[src/design/ifp_pkg.sv]
// ----------------------------------------------------------------------------
// ifp_pkg: shared types and constants for the IMU frame parser
// Frame layout, type codes, scale factors, status codes and sequencer states.
// ----------------------------------------------------------------------------
package ifp_pkg;

    localparam int FRAME_BYTES = 11;
    localparam int IDX_W       = $clog2(FRAME_BYTES + 1);
    localparam int SCALE_W     = 11;
    localparam int VALUE_W     = 27;
    localparam int WORD_BYTES  = 6;   // three 16-bit words, bytes 2..7

    localparam logic [7:0] HEADER_BYTE = 8'h55;
    localparam logic [7:0] KIND_RATE   = 8'h52;
    localparam logic [7:0] KIND_ANGLE  = 8'h53;
    localparam logic [7:0] KIND_LOW    = 8'h50;
    localparam logic [7:0] KIND_HIGH   = 8'h5A;

    localparam logic [SCALE_W-1:0] SCALE_RATE  = SCALE_W'(2000);
    localparam logic [SCALE_W-1:0] SCALE_ANGLE = SCALE_W'(180);

    localparam logic ACT_BYTE   = 1'b0;
    localparam logic ACT_RESYNC = 1'b1;

    typedef enum logic [1:0] {
        STATUS_RATE  = 2'd0,
        STATUS_ANGLE = 2'd1,
        STATUS_OTHER = 2'd2,
        STATUS_ERROR = 2'd3
    } status_t;

    typedef enum logic [2:0] {
        ST_IDLE,
        ST_SUM,
        ST_MUL,
        ST_EMIT_GOOD,
        ST_EMIT_BAD,
        ST_SHIFT
    } state_t;

    typedef struct packed {
        logic             en;
        logic [IDX_W-1:0] addr;
        logic [7:0]       data;
    } store_wr_t;

endpackage

[src/design/ifp_store.sv]
// ----------------------------------------------------------------------------
// ifp_store: frame byte store
// Eleven-entry byte memory, one write and one registered read per cycle.
// ----------------------------------------------------------------------------
module ifp_store import ifp_pkg::*; (
    input  logic             aclk,
    input  store_wr_t        wr,
    input  logic [IDX_W-1:0] rd_addr,
    output logic [7:0]       rd_data
);

    logic [7:0] mem [FRAME_BYTES];

    always_ff @(posedge aclk) begin
        if (wr.en) begin
            mem[wr.addr] <= wr.data;
        end
        // reads past the last entry are don't-care
        if (rd_addr < IDX_W'(FRAME_BYTES)) begin
            rd_data <= mem[rd_addr];
        end
    end

endmodule

[src/design/ifp_scaler.sv]
// ----------------------------------------------------------------------------
// ifp_scaler: shared word scaler
// Signed 16-bit word times unsigned scale, one product per cycle, registered.
// ----------------------------------------------------------------------------
module ifp_scaler import ifp_pkg::*; (
    input  logic                      aclk,
    input  logic signed [15:0]        word,
    input  logic        [SCALE_W-1:0] scale,
    output logic signed [VALUE_W-1:0] product
);

    logic signed [16+SCALE_W:0] full;
    logic signed [VALUE_W-1:0]  product_reg;

    assign full    = word * signed'({1'b0, scale});
    assign product = product_reg;

    always_ff @(posedge aclk) begin
        product_reg <= signed'(full[VALUE_W-1:0]);
    end

endmodule

[src/design/imu_frame_parser_resync_core.sv]
// ----------------------------------------------------------------------------
// imu_frame_parser_resync_core: serial sensor frame parser with resync
// Collects 11-byte frames, checks the sum byte, scales rate and angle words.
// ----------------------------------------------------------------------------
// Usage:
//   Input channel (s_*): one word per received serial byte, or a resync word
//   (s_action = 1) that drops any partial frame. s_end_of_burst is carried
//   for the sender's bookkeeping and does not change parsing.
//   Output channel (m_*): one word per completed frame, either a good frame
//   (status 0/1/2, scaled words) or a checksum error (status 3, zero words),
//   with the running good/bad frame counts after that frame.
// Timing:
//   A byte that does not complete a frame is taken in idle. The byte that
//   completes a frame starts a pass over the byte store: sum and scan the
//   eleven bytes through the single read port, then run the three words
//   through the shared multiplier for a good frame, then post the result.
//   A bad frame posts its result, then, if a header byte was found after
//   byte 0, copies the kept bytes from it down to the front. s_ready is
//   low for the whole pass.
// Stall:
//   A posted result sits in the output register until taken; bytes keep
//   flowing meanwhile. The next frame result waits until that register frees.
// Reset:
//   aresetn (sync, active low) returns to idle, empties the parse position, zeroes counts and clears m_valid.
// ----------------------------------------------------------------------------
module imu_frame_parser_resync_core import ifp_pkg::*; (
    input  logic                      aclk,
    input  logic                      aresetn,
    // received bytes
    input  logic                      s_valid,
    output logic                      s_ready,
    input  logic                      s_action,
    input  logic [7:0]                s_rx_byte,
    input  logic                      s_end_of_burst,
    // frame results
    output logic                      m_valid,
    input  logic                      m_ready,
    output logic [1:0]                m_status,
    output logic [6:0]                m_frame_kind,
    output logic signed [VALUE_W-1:0] m_value_x,
    output logic signed [VALUE_W-1:0] m_value_y,
    output logic signed [VALUE_W-1:0] m_value_z,
    output logic [31:0]               m_good_count,
    output logic [31:0]               m_bad_count
);

    state_t state_reg, state_next;

    logic [IDX_W-1:0]   fill_reg, fill_next;
    logic [IDX_W-1:0]   cnt_reg, cnt_next;
    logic [7:0]         sum_reg, sum_next;
    logic [7:0]         kind_reg, kind_next;
    logic [7:0]         byte_reg [WORD_BYTES];
    logic [7:0]         byte_next [WORD_BYTES];
    logic               hdr_found_reg, hdr_found_next;
    logic [IDX_W-1:0]   hdr_pos_reg, hdr_pos_next;
    logic [1:0]         mul_cnt_reg, mul_cnt_next;
    logic [SCALE_W-1:0] scale_reg, scale_next;
    status_t            status_reg, status_next;
    logic signed [VALUE_W-1:0] val_reg [3];
    logic signed [VALUE_W-1:0] val_next [3];
    logic [31:0]        good_reg, good_next;
    logic [31:0]        bad_reg, bad_next;

    logic               m_valid_reg, m_valid_next;
    logic [1:0]         m_status_reg, m_status_next;
    logic [6:0]         m_kind_reg, m_kind_next;
    logic signed [VALUE_W-1:0] m_x_reg, m_x_next;
    logic signed [VALUE_W-1:0] m_y_reg, m_y_next;
    logic signed [VALUE_W-1:0] m_z_reg, m_z_next;

    store_wr_t          store_wr;
    logic [IDX_W-1:0]   rd_addr;
    logic [7:0]         rd_data;
    logic signed [15:0] mul_word;
    logic signed [VALUE_W-1:0] product;

    logic [IDX_W-1:0]   pidx;
    logic [IDX_W-1:0]   keep;
    logic               out_free;

    ifp_store u_store (
        .aclk    (aclk),
        .wr      (store_wr),
        .rd_addr (rd_addr),
        .rd_data (rd_data)
    );

    ifp_scaler u_scaler (
        .aclk    (aclk),
        .word    (mul_word),
        .scale   (scale_reg),
        .product (product)
    );

    assign s_ready      = (state_reg == ST_IDLE);
    assign m_valid      = m_valid_reg;
    assign m_status     = m_status_reg;
    assign m_frame_kind = m_kind_reg;
    assign m_value_x    = m_x_reg;
    assign m_value_y    = m_y_reg;
    assign m_value_z    = m_z_reg;
    // counts only move when a new result is posted, so they track the output
    assign m_good_count = good_reg;
    assign m_bad_count  = bad_reg;

    assign out_free = !m_valid_reg || m_ready;
    assign pidx     = cnt_reg - IDX_W'(1);             // byte index of rd_data in ST_SUM, write index in ST_SHIFT
    assign keep     = IDX_W'(FRAME_BYTES) - hdr_pos_reg;

    always_comb begin
        state_next     = state_reg;
        fill_next      = fill_reg;
        cnt_next       = cnt_reg;
        sum_next       = sum_reg;
        kind_next      = kind_reg;
        byte_next      = byte_reg;
        hdr_found_next = hdr_found_reg;
        hdr_pos_next   = hdr_pos_reg;
        mul_cnt_next   = mul_cnt_reg;
        scale_next     = scale_reg;
        status_next    = status_reg;
        val_next       = val_reg;
        good_next      = good_reg;
        bad_next       = bad_reg;
        m_valid_next   = m_valid_reg && !m_ready;
        m_status_next  = m_status_reg;
        m_kind_next    = m_kind_reg;
        m_x_next       = m_x_reg;
        m_y_next       = m_y_reg;
        m_z_next       = m_z_reg;
        store_wr       = '0;
        rd_addr        = cnt_reg;
        mul_word       = '0;

        unique case (state_reg)
            ST_IDLE: begin
                if (s_valid) begin
                    if (s_action == ACT_RESYNC) begin
                        fill_next = '0;
                    end else if (fill_reg == '0) begin
                        // hunting for a header
                        if (s_rx_byte == HEADER_BYTE) begin
                            store_wr  = '{en: 1'b1, addr: '0, data: s_rx_byte};
                            fill_next = IDX_W'(1);
                        end
                    end else begin
                        store_wr  = '{en: 1'b1, addr: fill_reg, data: s_rx_byte};
                        fill_next = fill_reg + IDX_W'(1);
                        if (fill_reg == IDX_W'(1) &&
                            (s_rx_byte < KIND_LOW || s_rx_byte > KIND_HIGH)) begin
                            // bad type: drop the partial frame; a header byte is never a bad type
                            fill_next = (s_rx_byte == HEADER_BYTE) ? IDX_W'(1) : '0;
                        end else if (fill_reg == IDX_W'(FRAME_BYTES - 1)) begin
                            state_next     = ST_SUM;
                            cnt_next       = '0;
                            sum_next       = '0;
                            hdr_found_next = 1'b0;
                        end
                    end
                end
            end

            ST_SUM: begin
                // read byte cnt, process byte cnt-1 (registered read)
                cnt_next = cnt_reg + IDX_W'(1);
                if (cnt_reg != '0) begin
                    if (pidx < IDX_W'(FRAME_BYTES - 1)) begin
                        sum_next = sum_reg + rd_data;
                    end
                    if (pidx == IDX_W'(1)) begin
                        kind_next = rd_data;
                    end
                    if (pidx >= IDX_W'(2) && pidx <= IDX_W'(WORD_BYTES + 1)) begin
                        byte_next[3'(pidx - IDX_W'(2))] = rd_data;
                    end
                    if (pidx != '0 && rd_data == HEADER_BYTE && !hdr_found_reg) begin
                        // pidx is at least 1 here, byte 0 is never scanned
                        hdr_found_next = 1'b1;
                        hdr_pos_next   = pidx;
                    end
                    if (pidx == IDX_W'(FRAME_BYTES - 1)) begin
                        if (sum_reg == rd_data) begin
                            state_next   = ST_MUL;
                            mul_cnt_next = '0;
                            if (kind_reg == KIND_RATE) begin
                                scale_next  = SCALE_RATE;
                                status_next = STATUS_RATE;
                            end else if (kind_reg == KIND_ANGLE) begin
                                scale_next  = SCALE_ANGLE;
                                status_next = STATUS_ANGLE;
                            end else begin
                                scale_next  = '0;
                                status_next = STATUS_OTHER;
                            end
                        end else begin
                            state_next = ST_EMIT_BAD;
                        end
                    end
                end
            end

            ST_MUL: begin
                mul_cnt_next = mul_cnt_reg + 2'd1;
                unique case (mul_cnt_reg)
                    2'd0: mul_word = signed'({byte_reg[1], byte_reg[0]});
                    2'd1: begin
                        mul_word    = signed'({byte_reg[3], byte_reg[2]});
                        val_next[0] = product;
                    end
                    2'd2: begin
                        mul_word    = signed'({byte_reg[5], byte_reg[4]});
                        val_next[1] = product;
                    end
                    default: begin
                        val_next[2] = product;
                        state_next  = ST_EMIT_GOOD;
                    end
                endcase
            end

            ST_EMIT_GOOD: begin
                if (out_free) begin
                    m_valid_next  = 1'b1;
                    m_status_next = status_reg;
                    m_kind_next   = kind_reg[6:0];
                    m_x_next      = val_reg[0];
                    m_y_next      = val_reg[1];
                    m_z_next      = val_reg[2];
                    good_next     = good_reg + 32'd1;
                    fill_next     = '0;
                    state_next    = ST_IDLE;
                end
            end

            ST_EMIT_BAD: begin
                if (out_free) begin
                    m_valid_next  = 1'b1;
                    m_status_next = STATUS_ERROR;
                    m_kind_next   = kind_reg[6:0];
                    m_x_next      = '0;
                    m_y_next      = '0;
                    m_z_next      = '0;
                    bad_next      = bad_reg + 32'd1;
                    if (hdr_found_reg) begin
                        state_next = ST_SHIFT;
                        cnt_next   = '0;
                    end else begin
                        fill_next  = '0;
                        state_next = ST_IDLE;
                    end
                end
            end

            ST_SHIFT: begin
                // copy bytes hdr_pos.. down to 0..; the write trails the registered read
                rd_addr = hdr_pos_reg + cnt_reg;
                if (cnt_reg != '0) begin
                    store_wr = '{en: 1'b1, addr: pidx, data: rd_data};
                end
                if (cnt_reg == keep) begin
                    fill_next  = keep;
                    state_next = ST_IDLE;
                end else begin
                    cnt_next = cnt_reg + IDX_W'(1);
                end
            end

            default: state_next = ST_IDLE;
        endcase
    end

    always_ff @(posedge aclk) begin
        if (!aresetn) begin
            state_reg   <= ST_IDLE;
            fill_reg    <= '0;
            good_reg    <= '0;
            bad_reg     <= '0;
            m_valid_reg <= 1'b0;
        end else begin
            state_reg   <= state_next;
            fill_reg    <= fill_next;
            good_reg    <= good_next;
            bad_reg     <= bad_next;
            m_valid_reg <= m_valid_next;
        end
    end

    always_ff @(posedge aclk) begin
        cnt_reg       <= cnt_next;
        sum_reg       <= sum_next;
        kind_reg      <= kind_next;
        byte_reg      <= byte_next;
        hdr_found_reg <= hdr_found_next;
        hdr_pos_reg   <= hdr_pos_next;
        mul_cnt_reg   <= mul_cnt_next;
        scale_reg     <= scale_next;
        status_reg    <= status_next;
        val_reg       <= val_next;
        m_status_reg  <= m_status_next;
        m_kind_reg    <= m_kind_next;
        m_x_reg       <= m_x_next;
        m_y_reg       <= m_y_next;
        m_z_reg       <= m_z_next;
    end

endmodule
[config.mk]
export PLATFORM = sky130hd
export DESIGN_NAME = imu_frame_parser_resync_core
export DESIGN_NICKNAME = d
export VERILOG_FILES = /design/src/design/ifp_pkg.sv /design/src/design/ifp_store.sv /design/src/design/ifp_scaler.sv /design/src/design/imu_frame_parser_resync_core.sv
export SDC_FILE = /design/constraint.sdc
export NUM_CORES = 1
export LEC_CHECK = 0
export BUFFER_PORTS_ARGS = -buffer_cell sky130_fd_sc_hd__buf_2
export CORE_MARGIN = 2
export CORE_UTILIZATION = 44
export CTS_BUF_LIST = sky130_fd_sc_hd__clkbuf_4 sky130_fd_sc_hd__clkbuf_8
export DETAILED_ROUTE_END_ITERATION = 8
export PLACE_DENSITY = 0.68
export RECOVER_POWER = 100
export SLEW_MARGIN = 20
export SYNTH_ARGS = -nofsm -noshare
export SYNTH_HDL_FRONTEND = slang
export SYNTH_HIERARCHICAL = 1
export SYNTH_SLANG_ARGS = --single-unit
[constraint.sdc]
create_clock -name aclk -period 18.6 [get_ports aclk]
set_clock_uncertainty 0.05 [all_clocks]
set_input_delay 4.65 -clock aclk [delete_from_list [all_inputs] [get_ports aclk]]
set_output_delay 4.65 -clock aclk [all_outputs]
set_load 0.1 [all_outputs]
Yosys cells after proc, flatten, opt, wreduce, memory -nomap -nowiden

Memory sizes are Yosys's and may differ from the RTL's. A register that Yosys moved wholly into a read port is not among the register bits.
Cells that the tools add are included.

Register bits: 358
Bits in latches: 0
RAM bits: 88
ROM bits: 0
Bits of input ports: 14
Output and inout port bits: 156
Word-level logic and storage cells: 207
Memories kept: 1

$add $sub $neg: 10
Multipliers: 1
Divide/modulo/power cells: 0
Order comparisons: 8
Eq/ne operators: 35
Shifts and indexed selects: 0
Mux-type cells: 82
Bitwise logic cells: 2
Reductions and logical operators: 40

Memories:

| name        | words | bits a word | read ports | clocked after Yosys merged registers in | wr ports | RTL line        | RTL |
|---|---|---|---|---|---|---|---|
| u_store.mem | 11    | 8           | 1          | 1                                       | 1        | ifp_store.sv:12 | `logic [7:0] mem [FRAME_BYTES];` |

Operators with widths:

| cell                  | number |
|---|---|
| $pmux 27 s2           | 3 |
| $mux 27               | 4 |
| $mux 4                | 18 |
| $mux 8                | 9 |
| $mux 13               | 5 |
| $add 32x1->32 const B | 2 |
| $bwmux 48             | 1 |
| $pmux 16 s3           | 1 |
| $mux 3                | 13 |
| $eq 8x7->1 const B    | 4 |
| $ne 2x2->1 const B    | 16 |
| $pmux 4 s4            | 2 |
| $mul 16x12->27        | 1 |
| $pmux 13 s2           | 1 |
| $demux 8 s3           | 1 |
| $pmux 3 s6            | 1 |
| $mux 16               | 1 |
| $pmux 8 s2            | 1 |
| $reduce_and 8->1      | 2 |
| $reduce_bool 4->1     | 4 |
| $mux 1                | 12 |
| $mux 2                | 6 |
| $reduce_and 2->1      | 6 |
| $reduce_and 3->1      | 4 |
| other kinds (42)      | 60 |

Logic depth before layout (Yosys ltp)

Gate-level depths: netlist of the first run.

Depth after elaboration: 8
Gate-level depth with buffers: 26
Mapped depth without buffers: 22

Cells and area by module

Netlist of the first run, hierarchy kept.

Modules (own cells, without submodules):

| module                       | times used | cells each | area an instance (sq um) | seq. area each (sq um) |
|---|---|---|---|---|
| imu_frame_parser_resync_core | 1          | 967        | 13,098.8                 | 8,948.6 |
| ifp_scaler                   | 1          | 804        | 7,108.1                  | 540.5 |
| ifp_store                    | 1          | 211        | 3,756.1                  | 2,882.8 |

Least setup slack after synthesis of the first run

OpenSTA, ideal clock, no wires.

Path type: input port to flip-flop
Start: input port m_ready
End: register m_status_reg[0] (netlist: m_status[0]), enable pin
Library setup time: 0.455 ns
Data arrival time: 7.333 ns
Required time: 18.095 ns
Path slack: 10.762 ns
Stages: 4
Path buffers: 1
Cells stage by stage: nand2b_1 -> and2_1 -> clkbuf_1 -> nand2b_1

Cells in the longest elaborated chain, start to end: 3
Elaborated cells between the ends (all ways): 4
Classes of those cells: 2 x eq/ne; 2 x reduce/logical

RTL lines:

| item                           | RTL line                            | RTL |
|---|---|---|
| start: declaration             | imu_frame_parser_resync_core.sv:37  | `input logic m_ready,` |
| $logic_or 1x1->1 (*)           | imu_frame_parser_resync_core.sv:107 | `assign out_free = !m_valid_reg \|\| m_ready;` |
| $ne 2x2->1 (no line)           | n/a                                 |  |
| $reduce_and 3->1 (no line) (*) | n/a                                 |  |
| end signal: assignment         | imu_frame_parser_resync_core.sv:300 | `m_status_reg <= m_status_next;` |
| end: declaration               | imu_frame_parser_resync_core.sv:66  | `logic [1:0] m_status_reg, m_status_next;` |

Every way passes the cells marked *; elsewhere a longest branch is shown, timed or not.
A chain may end at the register's enable or synchronous reset.

Final worst setup path of the first run

Start: input port m_ready
End: register m_y_reg[20] (netlist: m_value_y[20]), enable pin

Cells in the longest elaborated chain, start to end: 3
Elaborated cells between the ends (all ways): 4
Classes of those cells: 2 x eq/ne; 2 x reduce/logical

RTL lines:

| item                           | RTL line                            | RTL |
|---|---|---|
| $logic_or 1x1->1 (*)           | imu_frame_parser_resync_core.sv:107 |  |
| $ne 2x2->1 (no line)           | n/a                                 |  |
| $reduce_and 3->1 (no line) (*) | n/a                                 |  |
| end signal: assignment         | imu_frame_parser_resync_core.sv:303 | `m_y_reg <= m_y_next;` |
| end: declaration               | imu_frame_parser_resync_core.sv:69  | `logic signed [VALUE_W-1:0] m_y_reg, m_y_next;` |

Marked as above.

==> impl_results.md, run 1 <==
- Max layer used: met4
- Max Cap Violations: 7
- Synth Area in Adders: 0.178
- Post-synth ARST share: 0
- Startpoint types: primary input
- First-pass GRT wire length: 77800 um
- Seq cells post-synth: 445
- Root Buffer: clkbuf_8
- WL met2: 23800 um
- Cell area after layout: 26800 um2
- Clock net sink count: 445
- Post-synth top area share: 0.434
- Total CTS buffers: 75
- Layout cells sized above 1: 0.0700
- H-tree depth: 3
- RSZ-0062 raised after global routing: false
- Initial antenna violation count: 1
- Hpwl dp: 33400 um
- Core footprint: 53800 um2
- Synth cell count leaders: 346 x edfxtp_1, 239 x inv_1, 192 x nand2_1
- Crit Path Category: primary input to register
- Initial DRC count: 1003
- Synthesis warning total: 6
- Setup crit end kind: register
- Post-DP Area: 25500 um2
- EDFF count, synth: 346
- Sequential share of the synthesized area: 0.516
- Sw Ratio: 0.210
- Remaining global-route overflow: 0
- Normalized max-slew margin: -1.66
- IO Port Bufs: 168
- Largest family of logic cells by synthesized area: adder cells
- Post-CTS Hold Buffers: 0
- Max-slew violations: 364
- Worst VDD drop: 0.0525 mV
- Synth area leaders: edfxtp_1 43%, fa_1 13%, dfxtp_1 8.3%, ha_1 4.4%, inv_1 3.7%
- Met3 routed wirelength: 2240 um
- Met1 Wirelength: 20500 um
- Post-layout util: 0.498
- Worst-path clk slew: 0.06 ns
- Initial Util: 0.445
- Pleak: 11.1 nW
- Sequential share of power: 0.543
- Synth unique cells: 84
- Final hold violation count: 0
- Final worst path period share: 0.481
- Global placement routability congestion: 0.860
- Violations in the final reports: max-capacitance violations, max-slew violations
- Worst Path Arrival: 9.03 ns
- Fillers: 4741
- Synth Area in Compound Gates: 0.0546
- Post-CTS setup buffer count: 0
- # DRC: 0
- Die H: 237 um
- CP peak stage delay: 2.82 ns
- Most area-hungry cell type in the Yosys netlist: edfxtp_1
- PostCTS Resize Cnt: 0
- Max frequency: 0.112 GHz
- Syn Std Cell Area: 24000 um2
- ANT nets after route: 0
- Io pins: 170
- Slowest-stage cell, CP: clkbuf_1
- Crit path time final: 8.94 ns
- Internal Power: 1.55 mW
- Simple-Gate Fraction of Synth Area: 0.147
- Place WS: 10.70 ns
- Final setup vio count: 0
- Data required, critical path: 18.69 ns
- Clock latency on the worst-skew pair: 0.66 ns
- Post-Route WL: 47500 um
- Clk network pwr share: 0.446
- Cell row count: 85
- Pwr dens: 73.2 nW/um2
- Mapped Cells: 1982
- Worst-Margin Slew: 3.98 ns
- Total track usage: 0.172
- Final setup margin: 9.66 ns
- CTS tree: yes
- Synth Flop Type: edfxtp_1
- Layout overhead on the synthesized area: 11.8%
- XOR/XNOR share of the synthesized area: 0.0340
- Vias in the first global route: 15400
- Via-to-Cell Ratio: 5.08
- Number of nets in the layout: 2443
- Hold Path Class: register to register
- Crit-path cells: clkbuf_1 > nand2b_1 > and2_0 > nand2b_1 > clkbuf_1
- Buffer depth of the longest clock path: 3
- Chip width: 237 um
- Comb power frac: 0.011
- Largest register FFs: 88
- NetSw: 0.412 mW
- Via Count: 14900
- Hold slack: 0.400 ns
- Max FO, Critical Path: 73
- Post-route setup TNS: 0 ns
- Multiplexer share of the synthesized area: 0.0180
- Die area: 56300 um2
- Syn avg cell area: 12.1 um2
- Pre-antenna DRT Iters: 5
- Most frequent cell after synthesis: edfxtp_1
- Largest net degree at the start of global routing: 88
- Post-DR wirelength/cell: 16.2 um
- Outcome: complete, but fails checks
-- per-layer routing --
layer,up-vias,track usage
li1,7102,-
met1,7370,0.216
met2,374,0.298
met3,81,0.0316
met4,0,0.0635
met5,-,0
-- layout by cell type, fill, tap and decap left out, types with 21 or more instances in the layout --
cell type | synthesis | routed
and2_1 | 124 | 97
mux2i_1 | 43 | 43
ha_1 | 84 | 84
o21ai_0 | 31 | 32
clkbuf_8 | 0 | 84
fa_1 | 160 | 160
inv_1 | 239 | 240
nor2_1 | 75 | 75
nand4_1 | 22 | 22
nand3_1 | 38 | 38
nand2_1 | 192 | 192
clkbuf_1 | 63 | 172
nor3_1 | 22 | 22
nor2b_1 | 93 | 93
and3_1 | 22 | 22
edfxtp_1 | 346 | 346
conb_1 | 1 | 21
dfxtp_1 | 99 | 99
clkbuf_4 | 0 | 21
xnor2_1 | 73 | 73
and2_0 | 1 | 28
a21oi_1 | 28 | 28
-- cell type report --
type,count,area (um2),area share
clock buffer,105,1310,0.0491
sequential,445,12400,0.462
inverter,240,901,0.0336
multi-input combinational,1237,10300,0.386
clock inverter,31,228,0.00850
tap,696,871,0.0325
antenna,1,2.50,0.0000934
timing repair buffer,186,751,0.0280
-- power by group through the flow --
stage	Combinational, mW	Clock [mW]	Sequential, mW
2_1_floorplan	0.0140	0	1.08
3_3_place_gp	0.0205	0	1.08
3_5_place_dp	0.0213	0	1.08
4_1_cts	0.0214	0.901	1.06
5_1_grt	0.0238	0.943	1.06
6_report	0.0216	0.874	1.06
-- cells by family (layout without fill, tap and decap cells) --
family	after synthesis	in the layout
xor gates and xnor gates	93	93
buffers and inverters	320	562
other	1	22
DFF	445	445
AOI/OAI and AO/OA	179	179
and+or+nand+nor	657	657
muxes	43	43
adders and majority gates	244	244
-- critical path: cells and delay by family --
family | cells | cell delay, ns
buffers and inverters | 2 | 2.93
and+or+nand+nor | 3 | 1.34
-- worst paths after layout --
check / slack (ns) / end / cells after the start / startpoint
worst max-delay path: 9.66 / m_value_y[20] / 5 / m_ready
worst min-delay path: 0.40 / val_reg[30] / 0 / u_scaler/product[3]
worst max register to register: 10.63 / u_scaler/product[25] / 20 / state_reg[0]
worst min register to register: 0.40 / val_reg[30] / 0 / u_scaler/product[3]
-- metrics by stage --
stage | instances | power, mW
after floorplan | 2002 | 1.10
after global placement | 2803 | 1.11
after detailed placement | 2803 | 1.11
after CTS | 2939 | 1.99
after global routing | 2941 | 2.03
final | 2941 | 1.96
(Power assumes the default switching activity.)
==> inputs of run 2 (changes only) <==
Settings changed: ABC_AREA set to 1.
Clock period 18.6 ns to 8.5 ns, I/O delays scaled along.
==> impl_results.md, run 2 <==
- Crit path time final: 6.53 ns
- Final worst path period share: 0.769
- Via Count: 18500 (was 14900)
- Sequential share of the synthesized area: 0.477 (was 0.516)
- Vias in the first global route: 18000 (was 15400)
- Largest net degree at the start of global routing: 85 (was 88)
- Final setup vio count: 0 (unchanged)
- # DRC: 0 (unchanged)
- Data required, critical path: 8.96 ns (was 18.69 ns)
- Crit-path cells: inv_1 > ha_1 > nand2_1 > a31oi_1 > nand2_1 > fa_1 > inv_1 > fa_1 > fa_1 > fa_1 > inv_1 > fa_1 > inv_1 > ha_1 > a21oi_1 > o21ai_0 > a21oi_1 > nand3_1 > nand2_1 > nand2_1 (was clkbuf_1 > nand2b_1 > and2_0 > nand2b_1 > clkbuf_1)
- ANT nets after route: 0 (unchanged)
- Violations in the final reports: max-capacitance violations, max-slew violations (unchanged)
- Most frequent cells in the layout: 792 x nand2_1, 572 x inv_1, 346 x edfxtp_1 (was 346 x edfxtp_1, 240 x inv_1, 192 x nand2_1)
- Clock net sink count: 445 (unchanged)
- First-pass GRT wire length: 89700 um (was 77800 um)
- Post-route setup TNS: 0 ns (unchanged)
- Die H: 247 um (was 237 um)
- Comb power frac: 0.404 (was 0.011)
- Root Buffer: clkbuf_8 (unchanged)
- Max Cap Violations: 9 (was 7)
- Synthesis warning total: 6 (unchanged)
- Die area: 60900 um2 (was 56300 um2)
- Most area-hungry cell type in the Yosys netlist: edfxtp_1 (unchanged)
- Worst VDD drop: 0.291 mV (was 0.0525 mV)
- Initial Util: 0.442 (was 0.445)
- Clock latency on the worst-skew pair: 0.67 ns (was 0.66 ns)
- Remaining global-route overflow: 0 (unchanged)
- Final hold violation count: 0 (unchanged)
- Syn avg cell area: 9.02 um2 (was 12.1 um2)
- Sequential share of power: 0.365 (was 0.543)
- Max frequency: 0.153 GHz
- Crit-path leading delay family: adder cells (was buffers and inverters)
- Outcome: complete, but fails checks (unchanged)
- Max FO, Critical Path: 16 (was 73)
- Worst Path Arrival: 7.00 ns (was 9.03 ns)
- Cell row count: 89 (was 85)
- Post-Route WL: 55500 um (was 47500 um)
- Fillers: 5470 (was 4741)
- Number of nets in the layout: 3329 (was 2443)
- Post-synth top area share: 0.401 (was 0.434)
- Post-synth ARST share: 0 (unchanged)
- Initial antenna violation count: 0 (was 1)
- Synth Flop Type: edfxtp_1 (unchanged)
- Hold Path Class: register to register (unchanged)
- PostCTS Resize Cnt: 0 (unchanged)
- Post-DR wirelength/cell: 14.2 um (was 16.2 um)
- Layout cells sized above 1: 0.0629 (was 0.0700)
- Crit Path Category: register to register (was primary input to register)
- Buffer depth of the longest clock path: 3 (unchanged)
- Max-slew violations: 340 (was 364)
- IO Port Bufs: 168 (unchanged)
- CP peak stage delay: 0.95 ns (was 2.82 ns)
- Synth cell count leaders: 788 x nand2_1, 568 x inv_1, 346 x edfxtp_1 (was 346 x edfxtp_1, 239 x inv_1, 192 x nand2_1)
- CTS tree: yes (unchanged)
- Largest register FFs: 88 (unchanged)
- Normalized max-slew margin: -1.50 (was -1.66)
- Buffers & Inverters on Critical Path: 4 (was 2)
- Synth unique cells: 54 (was 84)
- EDFF count, synth: 346 (unchanged)
- Via-to-Cell Ratio: 4.75 (was 5.08)
- CP most frequent cell: fa_1
- NetSw: 3.76 mW (was 0.412 mW)
- Total CTS buffers: 76 (was 75)
- Most frequent cell after synthesis: nand2_1 (was edfxtp_1)
- RSZ-0062 raised after global routing: false (unchanged)
- Initial DRC count: 1047 (was 1003)
- Slowest-stage cell, CP: a31oi_1 (was clkbuf_1)
- Global placement routability congestion: 0.896 (was 0.860)
- Antenna cell count: 0 (was 1)
- H-tree depth: 3 (unchanged)
- Pwr dens: 295 nW/um2 (was 73.2 nW/um2)
- Worst-Margin Slew: 3.75 ns (was 3.98 ns)
- Mapped Cells: 2875 (was 1982)
- Post-CTS Hold Buffers: 0 (unchanged)
- Post-layout util: 0.492 (was 0.498)
- Pleak: 12.8 nW (was 11.1 nW)
- Setup crit end kind: register (unchanged)
- Startpoint types: register (was primary input)
- Most common cell after layout, fill and taps aside: nand2_1 (was edfxtp_1)
- Seq cells post-synth: 445 (unchanged)
- Synth area leaders: edfxtp_1 40%, fa_1 12%, nand2_1 11%, inv_1 8.2%, dfxtp_1 7.6% (was edfxtp_1 43%, fa_1 13%, dfxtp_1 8.3%, ha_1 4.4%, inv_1 3.7%)
- Post-CTS setup buffer count: 0 (unchanged)
- Chip width: 247 um (was 237 um)
- Syn Std Cell Area: 25900 um2 (was 24000 um2)
- Io pins: 170 (unchanged)
- Total track usage: 0.185 (was 0.172)
- Worst-path clk slew: 0.06 ns (about the same)
- Clk network pwr share: 0.232 (was 0.446)
- Internal Power: 4.76 mW (was 1.55 mW)
- Layout overhead on the synthesized area: 11.3% (was 11.8%)
- Pre-antenna DRT Iters: 5 (unchanged)
- Hpwl dp: 39200 um (was 33400 um)
- Core footprint: 58700 um2 (was 53800 um2)
- Sw Ratio: 0.442 (was 0.210)
-- run 2: cell count changes in the layout (fill, tap and decap cells not counted), moves of 60 or more --
cell / delta
nand3_1: +84
nor2b_1: -93
inv_1: +332
and2_1: -97
nor2_1: +229
xnor2_1: -60
nand2_1: +600
-- run 2: path summary, 6_finish.rpt --
kind	startpoint	end	slack, ns	cells after the start
setup / recovery	mul_cnt_reg[0]	u_scaler/product[25]	1.97	20
hold / removal	u_scaler/product[12]	val_reg[39]	0.39	0
setup reg to reg	mul_cnt_reg[0]	u_scaler/product[25]	1.97	20
hold reg to reg	u_scaler/product[12]	val_reg[39]	0.39	0
-- run 2: per-layer routing --
| metal | share of wire | vias up | track usage | wire length (um) |
|---|---|---|---|---|
| met5 | 0 | - | 0 | 0 |
| met4 | 0.023 | 0 | 0.0592 | 1280 |
| met3 | 0.054 | 99 | 0.0358 | 3020 |
| met2 | 0.49 | 449 | 0.324 | 27300 |
| met1 | 0.43 | 8672 | 0.229 | 23900 |
| li1 | - | 9301 | - | - |
-- run 2: power by group through the flow --
stage | logic (mW) | clock network [mW] | registers, mW
after global routing | 3.79 | 2.12 | 3.15
after global placement | 3.46 | 0 | 3.14
after detailed placement | 3.51 | 0 | 3.14
after CTS | 3.52 | 2.03 | 3.10
final | 3.44 | 1.97 | 3.11
after floorplan | 1.73 | 0 | 4.15
-- run 2: layout make-up --
| cell class | instances | area [um2] | area share |
|---|---|---|---|
| well taps | 773 | 967 | 0.0335 |
| clock inverters | 26 | 209 | 0.00724 |
| inverters | 580 | 2180 | 0.0754 |
| flip-flops and latches | 445 | 12400 | 0.429 |
| clock buffers | 111 | 1380 | 0.0480 |
| multi-input cells | 1766 | 10900 | 0.378 |
| repair buffers | 202 | 838 | 0.0290 |
-- run 2: logic make-up (layout without fill, tap and decap cells) --
| logic type | after synthesis | in the layout | synth area share |
|---|---|---|---|
| adders and majority gates | 244 | 244 | 0.164 |
| buffers and inverters | 666 | 919 | 0.0989 |
| other | 1 | 3 | 0.000145 |
| AOI/OAI and AO/OA | 166 | 166 | 0.0363 |
| xor gates and xnor gates | 33 | 33 | 0.0111 |
| and+or+nand+nor | 1320 | 1320 | 0.213 |
| DFF | 445 | 445 | 0.477 |
-- run 2: per-stage QoR --
step                      cell area (um2)  hold slack [ns]  cells  power [mW]  worst slack, ns
after floorplan                     25900            0.371   2877        5.88             2.80
after global placement              27600            0.383   3766        6.59             2.01
after detailed placement            27700            0.389   3766        6.66             2.31
after CTS                           29200            0.373   3903        8.65             2.28
after global routing                28900            0.379   3903        9.06             1.50
final                               28900            0.387   3903        8.52             1.97
==> inputs of run 3 (changes only) <==
Settings changed: ABC_AREA 1 to 0, PLACE_DENSITY 0.68 to 0.71.
Clock period 8.5 ns to 5.8 ns, I/O delays scaled along.
==> impl_results.md, run 3 (synthesis gave the netlist of run 1 again) <==
- Worst Path Arrival: 6.44 ns (was 7.00 ns)
- Cell area after layout: 28800 um2 (was 28900 um2)
- CTS tree: yes (unchanged)
- Crit path time final: 5.94 ns (was 6.53 ns)
- Hpwl dp: 35800 um (was 39200 um)
- Via-to-Cell Ratio: 5.07 (was 4.75)
- Initial antenna violation count: 1 (was 0)
- Max FO, Critical Path: 6 (was 16)
- Largest register FFs: 88 (unchanged)
- Total CTS buffers: 73 (was 76)
- Die area: 56300 um2 (was 60900 um2)
- Remaining global-route overflow: 0 (unchanged)
- Initial Util: 0.445 (was 0.442)
- Io pins: 170 (unchanged)
- Die H: 237 um (was 247 um)
- RSZ-0062 raised after global routing: true (was false)
- Crit-path leading delay family: adder cells (unchanged)
- Outcome: complete, but fails checks (unchanged)
- Max-slew violations: 272 (was 340)
- Clock net sink count: 445 (unchanged)
- Largest net degree at the start of global routing: 84 (was 85)
- Dpl cells: 2934 (was 3766)
- Violations in the final reports: max-capacitance violations, max-slew violations, negative setup slack (was max-capacitance violations, max-slew violations)
- Initial DRC count: 924 (was 1047)
- Data required, critical path: 6.30 ns (was 8.96 ns)
- Total track usage: 0.182 (was 0.185)
- Final setup vio count: 9 (was 0)
- Max Cap Violations: 6 (was 9)
- Hold Path Class: register to register (unchanged)
- Number of nets in the layout: 2624 (was 3329)
- Crit Path Category: register to register (unchanged)
- # DRC: 0 (unchanged)
- Post-Route WL: 50900 um (was 55500 um)
- Chip width: 237 um (was 247 um)
- Clock latency on the worst-skew pair: 0.66 ns (was 0.67 ns)
- Final worst path period share: 1.02 (was 0.769)
- Buffer depth of the longest clock path: 3 (unchanged)
- Crit-path cells: buf_6 > ha_4 > buf_6 > a222oi_1 > nor2_2 > buf_4 > and2_4 > fa_2 > fa_2 > fa_2 > fa_1 > inv_2 > fa_1 > inv_2 > ha_4 > nand2_2 > nand2_2 > or4_4 > buf_4 > o21ai_4 > buf_4 > xnor2_1 (was inv_1 > ha_1 > nand2_1 > a31oi_1 > nand2_1 > fa_1 > inv_1 > fa_1 > fa_1 > fa_1 > inv_1 > fa_1 > inv_1 > ha_1 > a21oi_1 > o21ai_0 > a21oi_1 > nand3_1 > nand2_1 > nand2_1)
- Worst-Margin Slew: 2.95 ns (was 3.75 ns)
- Total power: 6.29 mW (was 8.52 mW)
- Core footprint: 53800 um2 (was 58700 um2)
- Cell row count: 85 (was 89)
- Root Buffer: clkbuf_8 (unchanged)
- Buffers & Inverters on Critical Path: 7 (was 4)
- H-tree depth: 3 (unchanged)
- Post-DR wirelength/cell: 16.3 um (was 14.2 um)
- Finished Layout Cells: 3122 (was 3903)
- Via Count: 15800 (was 18500)
- ANT nets after route: 0 (unchanged)
- CP peak stage delay: 0.60 ns (was 0.95 ns)
- Vias in the first global route: 16700 (was 18000)
- Max frequency: 0.168 GHz (was 0.153 GHz)
- Slowest-stage cell, CP: fa_2 (was a31oi_1)
- Post-DP Area: 26600 um2 (was 27700 um2)
- Pwr dens: 218 nW/um2 (was 295 nW/um2)
- IO Port Bufs: 168 (unchanged)
- Pleak: 11.9 nW (was 12.8 nW)
- First-pass GRT wire length: 82900 um (was 89700 um)
- Worst-path clk slew: 0.06 ns (about the same)
- Normalized max-slew margin: -0.963 (was -1.50)
- Final setup margin: -0.141 ns (was 1.97 ns)
- Worst VDD drop: 0.202 mV (was 0.291 mV)
- Layout overhead on the synthesized area: 20.2% (was 11.3%)
- Most common cell after layout, fill and taps aside: edfxtp_1 (was nand2_1)
- Startpoint types: register (unchanged)
- Setup crit end kind: register (unchanged)
- Layout cells sized above 1: 0.185 (was 0.0629)
- Global placement routability congestion: 0.883 (was 0.896)
- Most frequent cells in the layout: 346 x edfxtp_1, 220 x inv_1, 180 x nand2_1 (was 792 x nand2_1, 572 x inv_1, 346 x edfxtp_1)
- Hold slack: 0.397 ns (was 0.387 ns)
- Pre-antenna DRT Iters: 6 (was 5)
- Final hold violation count: 0 (unchanged)
## run 3: cell types whose count changed in the layout (fill, tap and decap cells not counted), sizes merged, moves of 18 or more
cell | before | now
conb | 3 | 21
nor2 | 321 | 75
nand3b | 26 | 3
nand3 | 124 | 38
nor2b | 0 | 93
mux2i | 0 | 43
a21oi | 83 | 28
and3 | 0 | 22
and2 | 2 | 125
nand2 | 800 | 192
xnor2 | 13 | 73
inv | 584 | 246
buf | 28 | 193
## run 3: cell type report
class	count	area, um2
Fill cell	4536	25000
Timing Repair Buffer	368	2160
Inverter	240	903
Clock inverter	28	220
Sequential cell	445	12400
Multi-Input combinational cell	1238	11000
Tap cell	696	871
Antenna cell	1	2.50
Clock buffer	106	1300
## run 3: routing by layer
layer  vias up  routed length (um)  GRT usage
met1      7858               21200      0.219
met4         0                1580     0.0734
met2       376               25800      0.322
met3       113                2410     0.0358
met5         -                   0          0
li1       7469                   -          -
## run 3: worst paths after layout
check	startpoint	to	slack, ns	cells past startpoint
setup / recovery	mul_cnt_reg[1]	u_scaler/product[20]	-0.14	22
hold / removal	u_scaler/product[11]	val_reg[38]	0.40	0
setup reg to reg	mul_cnt_reg[1]	u_scaler/product[20]	-0.14	22
hold reg to reg	u_scaler/product[11]	val_reg[38]	0.40	0
## run 3: metrics by stage
step / setup WS [ns] / utilization / setup TNS (ns)
final: -0.141 / 0.535 / -0.876
after global routing: -0.341 / 0.535 / -3.06
after CTS: -0.0429 / 0.537 / -0.0805
after detailed placement: -0.443 / 0.495 / -3.90
after global placement: -0.391 / 0.494 / -3.31
after floorplan: -0.0184 / - / -0.0522
## run 3: worst reg2reg max path: stages (launching register included)
cell      delay [ns]
edfxtp_1        0.44
buf_6           0.16
ha_4            0.19
buf_6           0.14
a222oi_1        0.39
nor2_2          0.11
buf_4           0.16
and2_4          0.16
fa_2            0.48
fa_2            0.60
fa_2            0.45
fa_1            0.50
inv_2           0.04
fa_1            0.51
inv_2           0.05
ha_4            0.22
nand2_2         0.06
nand2_2         0.04
or4_4           0.56
buf_4           0.16
o21ai_4         0.15
buf_4           0.14
xnor2_1         0.10
## run 3: power breakdown
| part | internal (mW) | leakage, nW | switching [mW] |
|---|---|---|---|
| clock network | 1.55 | 0.796 | 1.26 |
| registers | 3.41 | 4.41 | 0.00602 |
| logic | 0.0202 | 6.74 | 0.0489 |
## run 3: timing repair
item                       in CTS  in global routing
setup endpoints to repair      14                 13
pin swaps                     129                 73
buffers inserted               41                 13
cloned                          1                  0
resized for setup             114                 47
hold buffers                    0                  0
